`src/rtl/pogb_pkg.sv`:
```
// Package for the point occupancy grid binner.
// Grid geometry, register map, op and sector codes, and the cell coordinate function.
// No dependencies.
package pogb_pkg;

    localparam int GRID_SIDE  = 160;
    localparam int CELL_COUNT = GRID_SIDE * GRID_SIDE;
    localparam int ADDR_W     = $clog2(CELL_COUNT);
    localparam int GC_W       = $clog2(GRID_SIDE);

    localparam int CELL_W     = 7;
    localparam int IDX_W      = 15;
    localparam int CNT_W      = 16;
    localparam int COORD_W    = 16;
    localparam int CFG_W      = 15;
    localparam int CFG_IDX_W  = 3;

    localparam logic [CELL_W-1:0] CELL_MAX = 7'd100;
    localparam logic [CNT_W-1:0]  CNT_MAX  = 16'hFFFF;

    // register map
    localparam logic [CFG_IDX_W-1:0] CFG_GRID_HALF_RANGE = 3'd0;
    localparam logic [CFG_IDX_W-1:0] CFG_CELL_SHIFT      = 3'd1;
    localparam logic [CFG_IDX_W-1:0] CFG_HIT_INCREMENT   = 3'd2;
    localparam logic [CFG_IDX_W-1:0] CFG_HALF_LENGTH     = 3'd3;
    localparam logic [CFG_IDX_W-1:0] CFG_HALF_WIDTH      = 3'd4;
    localparam logic [CFG_IDX_W-1:0] CFG_SECTOR_EDGE     = 3'd5;

    localparam logic [14:0] RST_GRID_HALF_RANGE = 15'd10240;
    localparam logic [3:0]  RST_CELL_SHIFT      = 4'd7;
    localparam logic [6:0]  RST_HIT_INCREMENT   = 7'd10;
    localparam logic [14:0] RST_HALF_LENGTH     = 15'd384;
    localparam logic [14:0] RST_HALF_WIDTH      = 15'd256;
    localparam logic [14:0] RST_SECTOR_EDGE     = 15'd512;

    typedef enum logic [1:0] {
        OP_POINT = 2'd0,
        OP_READ  = 2'd1,
        OP_FRAME = 2'd2
    } t_op;

    typedef enum logic [2:0] {
        SEC_NONE  = 3'd0,
        SEC_FRONT = 3'd1,
        SEC_BACK  = 3'd2,
        SEC_LEFT  = 3'd3,
        SEC_RIGHT = 3'd4
    } t_sector;

    typedef enum logic [1:0] {
        S_CLEAR,
        S_IDLE,
        S_ADDR,
        S_UPD
    } t_state;

    typedef struct packed {
        logic load;    // capture request, compute coordinates
        logic rd;      // form address, read cell
        logic commit;  // write back, load result register
        logic clr_wr;  // clearing sweep write
    } t_dp_cmd;

    typedef struct packed {
        logic is_frame;
        logic clr_last;
    } t_dp_status;

    // offset from grid corner, rounded shift, clamped to the last cell
    function automatic logic [GC_W-1:0] grid_coord(
        input logic [COORD_W-1:0] c,
        input logic [14:0]        r,
        input logic [3:0]         sh
    );
        logic [17:0] off;
        logic [17:0] g;
        off = {{2{c[COORD_W-1]}}, c} + {3'b000, r} + ((18'd1 << sh) >> 1);
        g   = off >> sh;
        grid_coord = (g > 18'(GRID_SIDE - 1)) ? GC_W'(GRID_SIDE - 1) : GC_W'(g);
    endfunction

endpackage

```
`src/rtl/pogb_ctrl.sv`:
```
// Controller for the point occupancy grid binner: sequencer and result valid.
// Depends on pogb_pkg.
module pogb_ctrl (
    input  logic                  i_clk,
    input  logic                  i_rst_n,
    input  logic                  i_in_valid,
    output logic                  o_in_stall,
    output logic                  o_out_valid,
    input  logic                  i_out_stall,
    input  pogb_pkg::t_dp_status  i_status,
    output pogb_pkg::t_dp_cmd     o_cmd
);

    pogb_pkg::t_state r_state;
    pogb_pkg::t_state n_state;
    logic             r_out_valid;
    logic             n_out_valid;
    logic             out_free;

    assign out_free = !r_out_valid || !i_out_stall;

    always_comb begin
        n_state = r_state;
        case (r_state)
            pogb_pkg::S_CLEAR: begin
                if (i_status.clr_last) begin
                    n_state = pogb_pkg::S_IDLE;
                end
            end
            pogb_pkg::S_IDLE: begin
                if (i_in_valid) begin
                    n_state = pogb_pkg::S_ADDR;
                end
            end
            pogb_pkg::S_ADDR: begin
                n_state = pogb_pkg::S_UPD;
            end
            pogb_pkg::S_UPD: begin
                if (out_free) begin
                    n_state = i_status.is_frame ? pogb_pkg::S_CLEAR : pogb_pkg::S_IDLE;
                end
            end
            default: begin
                n_state = pogb_pkg::S_CLEAR;
            end
        endcase
    end

    always_comb begin
        o_cmd      = '0;
        o_in_stall = 1'b1;
        case (r_state)
            pogb_pkg::S_CLEAR: begin
                o_cmd.clr_wr = 1'b1;
            end
            pogb_pkg::S_IDLE: begin
                o_in_stall = 1'b0;
                o_cmd.load = i_in_valid;
            end
            pogb_pkg::S_ADDR: begin
                o_cmd.rd = 1'b1;
            end
            pogb_pkg::S_UPD: begin
                o_cmd.commit = out_free;
            end
            default: begin
                o_cmd = '0;
            end
        endcase
    end

    always_comb begin
        if (o_cmd.commit) begin
            n_out_valid = 1'b1;
        end else if (!i_out_stall) begin
            n_out_valid = 1'b0;
        end else begin
            n_out_valid = r_out_valid;
        end
    end

    always_ff @(posedge i_clk) begin
        if (!i_rst_n) begin
            r_state     <= pogb_pkg::S_CLEAR;
            r_out_valid <= 1'b0;
        end else begin
            r_state     <= n_state;
            r_out_valid <= n_out_valid;
        end
    end

    assign o_out_valid = r_out_valid;

`ifndef SYNTHESIS
    a_commit_into_free: assert property (@(posedge i_clk) disable iff (!i_rst_n)
        o_cmd.commit |-> !(r_out_valid && i_out_stall))
        else $error("result loaded over a held result");

    a_commit_shows: assert property (@(posedge i_clk) disable iff (!i_rst_n)
        o_cmd.commit |=> o_out_valid)
        else $error("committed result not presented");

    a_item_sequence: assert property (@(posedge i_clk) disable iff (!i_rst_n)
        (i_in_valid && !o_in_stall) |=> r_state == pogb_pkg::S_ADDR ##1
            r_state == pogb_pkg::S_UPD)
        else $error("accepted request did not walk address and update steps");

    a_clear_ends: assert property (@(posedge i_clk) disable iff (!i_rst_n)
        (r_state == pogb_pkg::S_CLEAR && i_status.clr_last) |=> r_state == pogb_pkg::S_IDLE)
        else $error("clearing sweep did not end at last cell");
`endif

endmodule

```
`config.mk`:
```
export PLATFORM = sky130hd
export DESIGN_NAME = pogb_ctrl
export DESIGN_NICKNAME = d
export VERILOG_FILES = /design/src/rtl/pogb_pkg.sv /design/src/rtl/pogb_ctrl.sv
export SDC_FILE = /design/constraint.sdc
export NUM_CORES = 1
export LEC_CHECK = 0
export ABC_AREA = 1
export BUFFER_PORTS_ARGS = -buffer_cell sky130_fd_sc_hd__buf_4
export CORE_AREA = 2 2 39 41
export CTS_CLUSTER_SIZE = 16
export DETAILED_ROUTE_END_ITERATION = 6
export DIE_AREA = 0 0 41 43
export PLACE_DENSITY_LB_ADDON = 0.25
export SETUP_SLACK_MARGIN = 0.02
export SYNTH_ARGS = -nofsm -noshare
export SYNTH_HDL_FRONTEND = slang
export SYNTH_SLANG_ARGS = --single-unit
```
`constraint.sdc`:
```
create_clock -name i_clk -period 0.97 [get_ports i_clk]
set_input_delay 0.1455 -clock i_clk [delete_from_list [all_inputs] [get_ports i_clk]]
set_output_delay 0.1455 -clock i_clk [all_outputs]
set_load 0.05 [all_outputs]
```
After elaboration in Yosys (flattened, before gate mapping)
Cells that the tools add are included.
{"block": "totals", "output_inout_bits": 6, "in_bits": 6, "regBits": 3}
{"block": "classes", "n_mux": 12, "eq_ne": 7, "reduce_logical": 5}
{"op": "$mux W1", "count": 8}
{"op": "$pmux W2 S4", "count": 1}
{"op": "$mux W2", "count": 3}
{"op": "$ne A2 B2 Y1 const B", "count": 3}
{"op": "$eq A2 B2 Y1 const B", "count": 2}
{"op": "$reduce_and A3 Y1", "count": 1}
{"op": "$eq A2 B1 Y1 const B", "count": 1}
{"op": "$logic_not A1 Y1", "count": 2}
{"op": "$logic_not A2 Y1", "count": 1}
{"op": "$ne A2 B1 Y1 const B", "count": 1}
{"op": "$logic_or A1 B1 Y1", "count": 1}

Depth between registers and ports, before layout
Gate-level depths: netlist (run 1).
{"block": "logic_depth", "ltp_word": 4, "depth_mapped": 7}

Least setup slack after synthesis (run 1)
OpenSTA, ideal clock, no wires.
{"block": "synth_path", "path_kind": "reg-to-reg", "startpoint": "register r_state[0]", "endpoint": "register r_state[1]", "setup_time_ns": 0.113, "arrival_ns": 1.274, "t_required_ns": 0.857, "stages_incl_launch_ff": 8, "n_path_buf": 0, "path_slack_ns": -0.417, "cell_sequence": "dfxtp_1 > inv_1 > ha_1 > nand2_1 > nand3_2 > nand2_1 > nand2_1 > nor2_1"}
{"block": "synth_between", "elab_chain_cells": 3, "elab_cells_between_ends": 9, "classes_between": "eq/ne (6); mux (1); reduce/logical (2)"}
{"element": "from (decl)", "line_no": "pogb_ctrl.sv:14", "text": "pogb_pkg::t_state r_state;"}
{"element": "from (signal assigned)", "line_no": "pogb_ctrl.sv:84", "text": "r_state <= pogb_pkg::S_CLEAR;"}
{"element": "from (signal assigned)", "line_no": "pogb_ctrl.sv:87", "text": "r_state <= n_state;"}
{"element": "$eq A2 B2 Y1 (tied with other cells)", "line_no": "pogb_ctrl.sv:24", "text": "case (r_state)"}
{"element": "$ne A2 B2 Y1 (no source line)"}
{"element": "$reduce_and A3 Y1 (no source line)"}
Several ways; a longest one is shown, not always the timed one.
A chain may end at the register's enable or synchronous reset.

==> results of run 1 <==
[stage by stage]
step | utilization | instances | instance area [sq um] | TNS [ns] | power (mW)
finish | 0.392 | 71 | 542 | -1.50 | 2.03
global route | 0.392 | 71 | 542 | -1.87 | 2.19
CTS | 0.373 | 69 | 515 | -1.35 | 1.98
detailed placement | 0.293 | 64 | 405 | -0.352 | 1.45
global placement | 0.293 | 64 | 405 | -0.347 | 1.44
floorplan | - | 35 | 288 | -0.299 | 1.16
[state kept, by name, indices dropped and copies added, names as in the netlist]
name	flops
r_state	2
o_out_valid	1
[repair_timing]
item                       CTS  global route
pin swaps                    2             1
setup buffers                1             2
setup endpoints to repair    7             8
gates resized for setup     18             3
gates cloned                 0             0
hold buffers                 0             0
hold endpoints to repair     0             0
[area by class of cell]
| type | count | share of cell area |
|---|---|---|
| inverter | 7 | 0.0716 |
| multi-input combinational | 24 | 0.418 |
| clock buffer | 4 | 0.0485 |
| timing repair buffer | 17 | 0.298 |
| sequential | 3 | 0.127 |
| tap | 16 | 0.0370 |
[critical path: cells and delay by family, from the launching register on]
family        cells  cell delay [ns]
fa+ha+maj         1             0.17
simple gates      1             0.06
buf+inv           3             0.27
flops             1             0.37
[logic make-up (layout without fill, tap and decap cells)]
| family | count (synthesis) | count (layout) | synth area share |
|---|---|---|---|
| DFF | 3 | 3 | 0.255 |
| and+or+nand+nor | 17 | 17 | 0.314 |
| buffers and inverters | 8 | 28 | 0.144 |
| AOI/OAI and AO/OA | 3 | 3 | 0.0745 |
| adders and majority gates | 4 | 4 | 0.213 |
[power by group]
group	internal [mW]	switching, mW	leakage (nW)	total, mW
Sequential	0.202	0.0982	0.0264	0.301
Clock	0.154	0.0600	0.0150	0.214
Combinational	0.704	0.816	0.203	1.52
Total	1.06	0.974	0.245	2.03
[per-layer routing]
layer | share of wire | routed length [um] | vias to the layer above
met5 | 0 | 0 | -
met4 | 0 | 0 | 0
met3 | 0.11 | 59 | 0
met2 | 0.46 | 258 | 11
met1 | 0.43 | 239 | 119
li1 | - | - | 143
[path summary, 6_finish.rpt]
| kind | start | end |
|---|---|---|
| hold / removal | i_rst_n | r_state[0]$_SDFFE_PN0P_ |
| setup reg to reg | r_state[1]$_SDFFE_PN0P_ | r_state[0]$_SDFFE_PN0P_ |
| setup / recovery | r_state[1]$_SDFFE_PN0P_ | o_cmd[3] |
| hold reg to reg | o_out_valid$_SDFFE_PN0P_ | o_out_valid$_SDFFE_PN0P_ |
[placed cells by master (no fill, tap or decap)]
cell         n
buf_4       11
clkinvlp_4   2
inv_4        2
nand3_1      1
clkbuf_1     1
a21boi_0     1
nand2_4      2
buf_6        3
dfxtp_2      1
nor2_2       1
clkbuf_4     3
nor2_1       4
inv_2        1
ha_4         4
dfxtp_4      2
nand2_2      2
buf_8        3
nand2_1      6
a21oi_2      2
inv_1        2
nand3_4      1
==> impl_metrics.json, run 1 <==
{
  "outcome": "finished with violations",
  "violations": "negative setup slack",
  "syn_inst": 35,
  "cp_max_fo": 3,
  "grt_usage": 0.0751,
  "yosys.area.top_type_share": 0.255,
  "r2r_slack_ns": -0.15,
  "yosysTopAreaCell": "dfxtp_1",
  "die_area_sq_um": 1760,
  "reg2reg_depth": 7,
  "yosysWarnings": 0,
  "hold_viol": 0,
  "crit_chain": "inv_4, ha_4, nand2_4, clkinvlp_4, buf_8",
  "tightest_slew_ns": 0.139,
  "hpwl_um": 444,
  "use_met3": 0.0471,
  "numCtsBuffers": 3,
  "synthTopCellsByCount": "nand2_1 (9), inv_1 (7), nor2_1 (5)",
  "cellLeakagePower_nw": 0.245,
  "drc": 0,
  "port_buffers": 11,
  "initial_core_util": 0.170,
  "drive_above_1_share": 0.727,
  "syn_area_sq_um": 235,
  "rsz0062_at_grt": "yes",
  "area_delta_synth_final_pct": 130,
  "synth_seq_cells": 3,
  "max_freq_mhz": 803,
  "antenna_cells": 0,
  "relSlewSlack": 0.907,
  "worstPathRequired_ns": 0.82,
  "synth-edff-count": 0,
  "avgViaCountPerCell": 3.85,
  "wire_per_inst_um": 7.85,
  "vias": 273,
  "top_usage_layer": "met2",
  "core_area_sq_um": 1380,
  "grt_pass1_vias": 250,
  "cts_tree": "done",
  "io_pins": 12,
  "cts_root_buffer": "clkbuf_4",
  "multi_input_area_sq_um": 226,
  "yosysSeqAreaShare": 0.255,
  "vdd_drop_max_mv": 1.17,
  "layout.nets": 66,
  "yosys-top-cells-area": "dfxtp_1 (26%), ha_1 (21%), nand2_1 (14%), inv_1 (11%), nor2_1 (8.0%)",
  "clkTransAtPathRegs_ns": 0.03,
  "htreeDepth": 1,
  "worstSkewPairLatency_ns": 0.23,
  "cp_slowest_cell": "dfxtp_4",
  "postRouteAntennaNets": 0,
  "finalCritPeriodShare": 1.28,
  "synth_ff_type": "dfxtp_1",
  "worstSetupStartpointType": "flop",
  "fin_ws_ns": -0.275,
  "setup_viol": 7,
  "drv_cap": 0,
  "powerDensity_nw_per_um2": 3750,
  "die_width_um": 41,
  "avgSynthCellArea_sq_um": 6.72,
  "synth_most_common_cell": "nand2_1",
  "hold_path_depth": 3,
  "grt_pass1_wl_um": 903,
  "clock-sinks": 3,
  "skew_ns": 0.000932,
  "hp-class": "in -> reg",
  "crit_type": "reg -> out",
  "met1_usage": 0.0796,
  "grt-ovfl-total": 0,
  "routed_wl_um": 557,
  "dr.pass1.iters": 2,
  "fin_worst_hold_slack_ns": 0.160,
  "grt_max_degree": 5,
  "gp_congestion": 0.651,
  "grt_util_met2": 0.128,
  "async_reset_ff_frac": 0,
  "slowest_delay_ns": 0.37,
  "antenna_found_initial": 0,
  "end_kind": "output port",
  "drv_slew": 0,
  "synth.distinct_cells": 11,
  "period_minus_slack_ns": 1.24,
  "dp_slack_ns": -0.108,
  "initialDrtViolationCount": 2,
  "crit_arrival_ns": 1.10,
  "n_fill_cell": 145,
  "regArea_sq_um": 68.8,
  "die_h_um": 43,
  "rows": 14,
  "syn-num-nets": 45,
  "clockBufferDepth": 2
}
No activity file was read; power rests on OpenSTA's default activity.
==> run 2: changes to the inputs <==
Settings changed: GPL_TIMING_DRIVEN set to 1, SETUP_SLACK_MARGIN 0.02 to not set.
==> run 2 against run 1 <==
  * The flow still finishes with violations (negative setup slack)
  * Die area is the same
  * Critical path type unchanged
  * Combinational power is essentially flat
  * Critical path depth is the same
  * Fmax is essentially flat
  * Sequential cell count is the same
  * Core utilization shrank 0.27 points
  * Cell count is the same
  * Worst hold slack is the same
  * Highest routed layer unchanged
==> impl_metrics.json, run 2 (same netlist as run 1, synthesis figures left out) <==
{
  "outcome": "finished with violations",
  "violations": "negative setup slack",
  "r2r_slack_ns": -0.15,
  "core_area_sq_um": 1380,
  "grt-ovfl-total": 0,
  "grt_pass1_vias": 250,
  "path_buf_inv": 3,
  "hpwl_um": 444,
  "slowest_delay_ns": 0.37,
  "cp_max_fo": 3,
  "die_h_um": 43,
  "numCtsBuffers": 3,
  "clkTransAtPathRegs_ns": 0.03,
  "cellLeakagePower_nw": 0.244,
  "worstHoldStart": "i_rst_n",
  "stdcell_count": 71,
  "powerDensity_nw_per_um2": 3770,
  "end_kind": "output port",
  "worstSetupStartpointType": "flop",
  "setup_viol": 7,
  "finalPower_mw": 2.03,
  "regToRegEndpoint": "r_state[0]$_SDFFE_PN0P_",
  "critPathLaunch": "r_state[1]$_SDFFE_PN0P_",
  "crit_chain": "inv_4, ha_4, nand2_4, clkinvlp_4, buf_8",
  "period_minus_slack_ns": 1.24,
  "drc": 0,
  "wire_per_inst_um": 7.86,
  "drive_above_1_share": 0.727,
  "fin_ws_ns": -0.275,
  "top_register": "r_state",
  "postRouteAntennaNets": 0,
  "cts_root_buffer": "clkbuf_4",
  "fin_worst_hold_slack_ns": 0.160,
  "grt_max_degree": 5,
  "finalCritPeriodShare": 1.28,
  "initial_core_util": 0.170,
  "crit_type": "reg -> out",
  "largest_reg_flops": 2,
  "worstSkewPairLatency_ns": 0.23,
  "antenna_cells": 0,
  "layout_commonest_cell": "buf_4",
  "ctsHoldBuffers": 0,
  "fin_setup_tns_ns": -1.50,
  "grt_usage": 0.0751,
  "dr.pass1.iters": 2,
  "port_buffers": 11,
  "hp-class": "in -> reg",
  "drv_cap": 0,
  "vias": 273,
  "grt_pass1_wl_um": 903,
  "vdd_drop_max_mv": 1.17,
  "hold_viol": 0,
  "gp_congestion": 0.651,
  "rsz0062_at_grt": "yes",
  "hold_path_depth": 3,
  "timing.rr.start": "r_state[1]$_SDFFE_PN0P_",
  "crit_family": "flip-flops",
  "cp_slowest_cell": "dfxtp_4",
  "mostFrequentLayoutCells": "buf_4 (12), nand2_1 (6), nor2_1 (4), ha_4 (4)",
  "relSlewSlack": 0.904,
  "htreeDepth": 1,
  "area_delta_synth_final_pct": 129,
  "crit_arrival_ns": 1.10,
  "reg2reg_depth": 7,
  "routed_wl_um": 558,
  "io_pins": 12,
  "die_width_um": 41,
  "tightest_slew_ns": 0.143,
  "clockBufferDepth": 2,
  "worstPathRequired_ns": 0.82,
  "cts_tree": "done",
  "drv_slew": 0,
  "placed_cells": 64,
  "antenna_found_initial": 0,
  "initialDrtViolationCount": 2,
  "die_area_sq_um": 1760,
  "rows": 14,
  "max_freq_mhz": 803,
  "layout.nets": 66,
  "clock-sinks": 3,
  "worstHoldEndpoint": "r_state[0]$_SDFFE_PN0P_",
  "avgViaCountPerCell": 3.85,
  "skew_ns": 0.000702
}
run 2: changes by cell type in the layout (fill, tap and decap cells not counted):
cell	previous run	this run
buf_4	11	12
buf_6	3	2
run 2: timing repair:
item | CTS | global route
gates cloned | 0 | 0
pin swaps | 2 | 1
setup endpoints to repair | 7 | 7
resized for setup | 18 | 2
buffers inserted | 1 | 2
run 2: worst min-delay path, stage by stage:
cell     delay, ns
buf_4         0.12
nand2_1       0.05
nor2_1        0.03
run 2: worst max path at each step:
stage / to / slack, ns / depth (start not counted)
6_report: o_cmd[3] / -0.27 / 5
5_1_grt: o_cmd[3] / -0.32 / 5
4_1_cts: o_cmd[3] / -0.31 / 5
3_5_place_dp: r_state[1]$_SDFFE_PN0P_ / -0.11 / 5
3_3_place_gp: r_state[1]$_SDFFE_PN0P_ / -0.11 / 5
2_1_floorplan: r_state[1]$_SDFFE_PN0P_ / -0.07 / 7
run 2: per-layer routing:
metal	track usage	part of all wire	vias up	wire length, um
li1	-	-	143	-
met1	0.0796	0.43	119	239
met2	0.128	0.46	11	258
met3	0.0471	0.11	0	60
met4	0	0	0	0
met5	0	0	-	0
run 2: area by class of cell:
type / count / area, sq um
clock buffer: 4 / 26.3
fill: 146 / 846
inverter: 7 / 38.8
multi-input combinational: 24 / 226
sequential: 3 / 68.8
tap: 16 / 20.0
timing repair buffer: 17 / 158
run 2: per-stage QoR:
stage	setup WS, ns	util	area, sq um
6_report	-0.275	0.389	538
5_1_grt	-0.318	0.389	538
4_1_cts	-0.306	0.373	515
3_5_place_dp	-0.108	0.293	405
3_3_place_gp	-0.108	0.293	405
2_1_floorplan	-0.0688	-	288
run 2: report_power, final:
group / switching (mW) / total, mW / internal (mW)
registers: 0.0972 / 0.299 / 0.202
clock network: 0.0597 / 0.214 / 0.154
logic: 0.816 / 1.52 / 0.700
total: 0.973 / 2.03 / 1.06
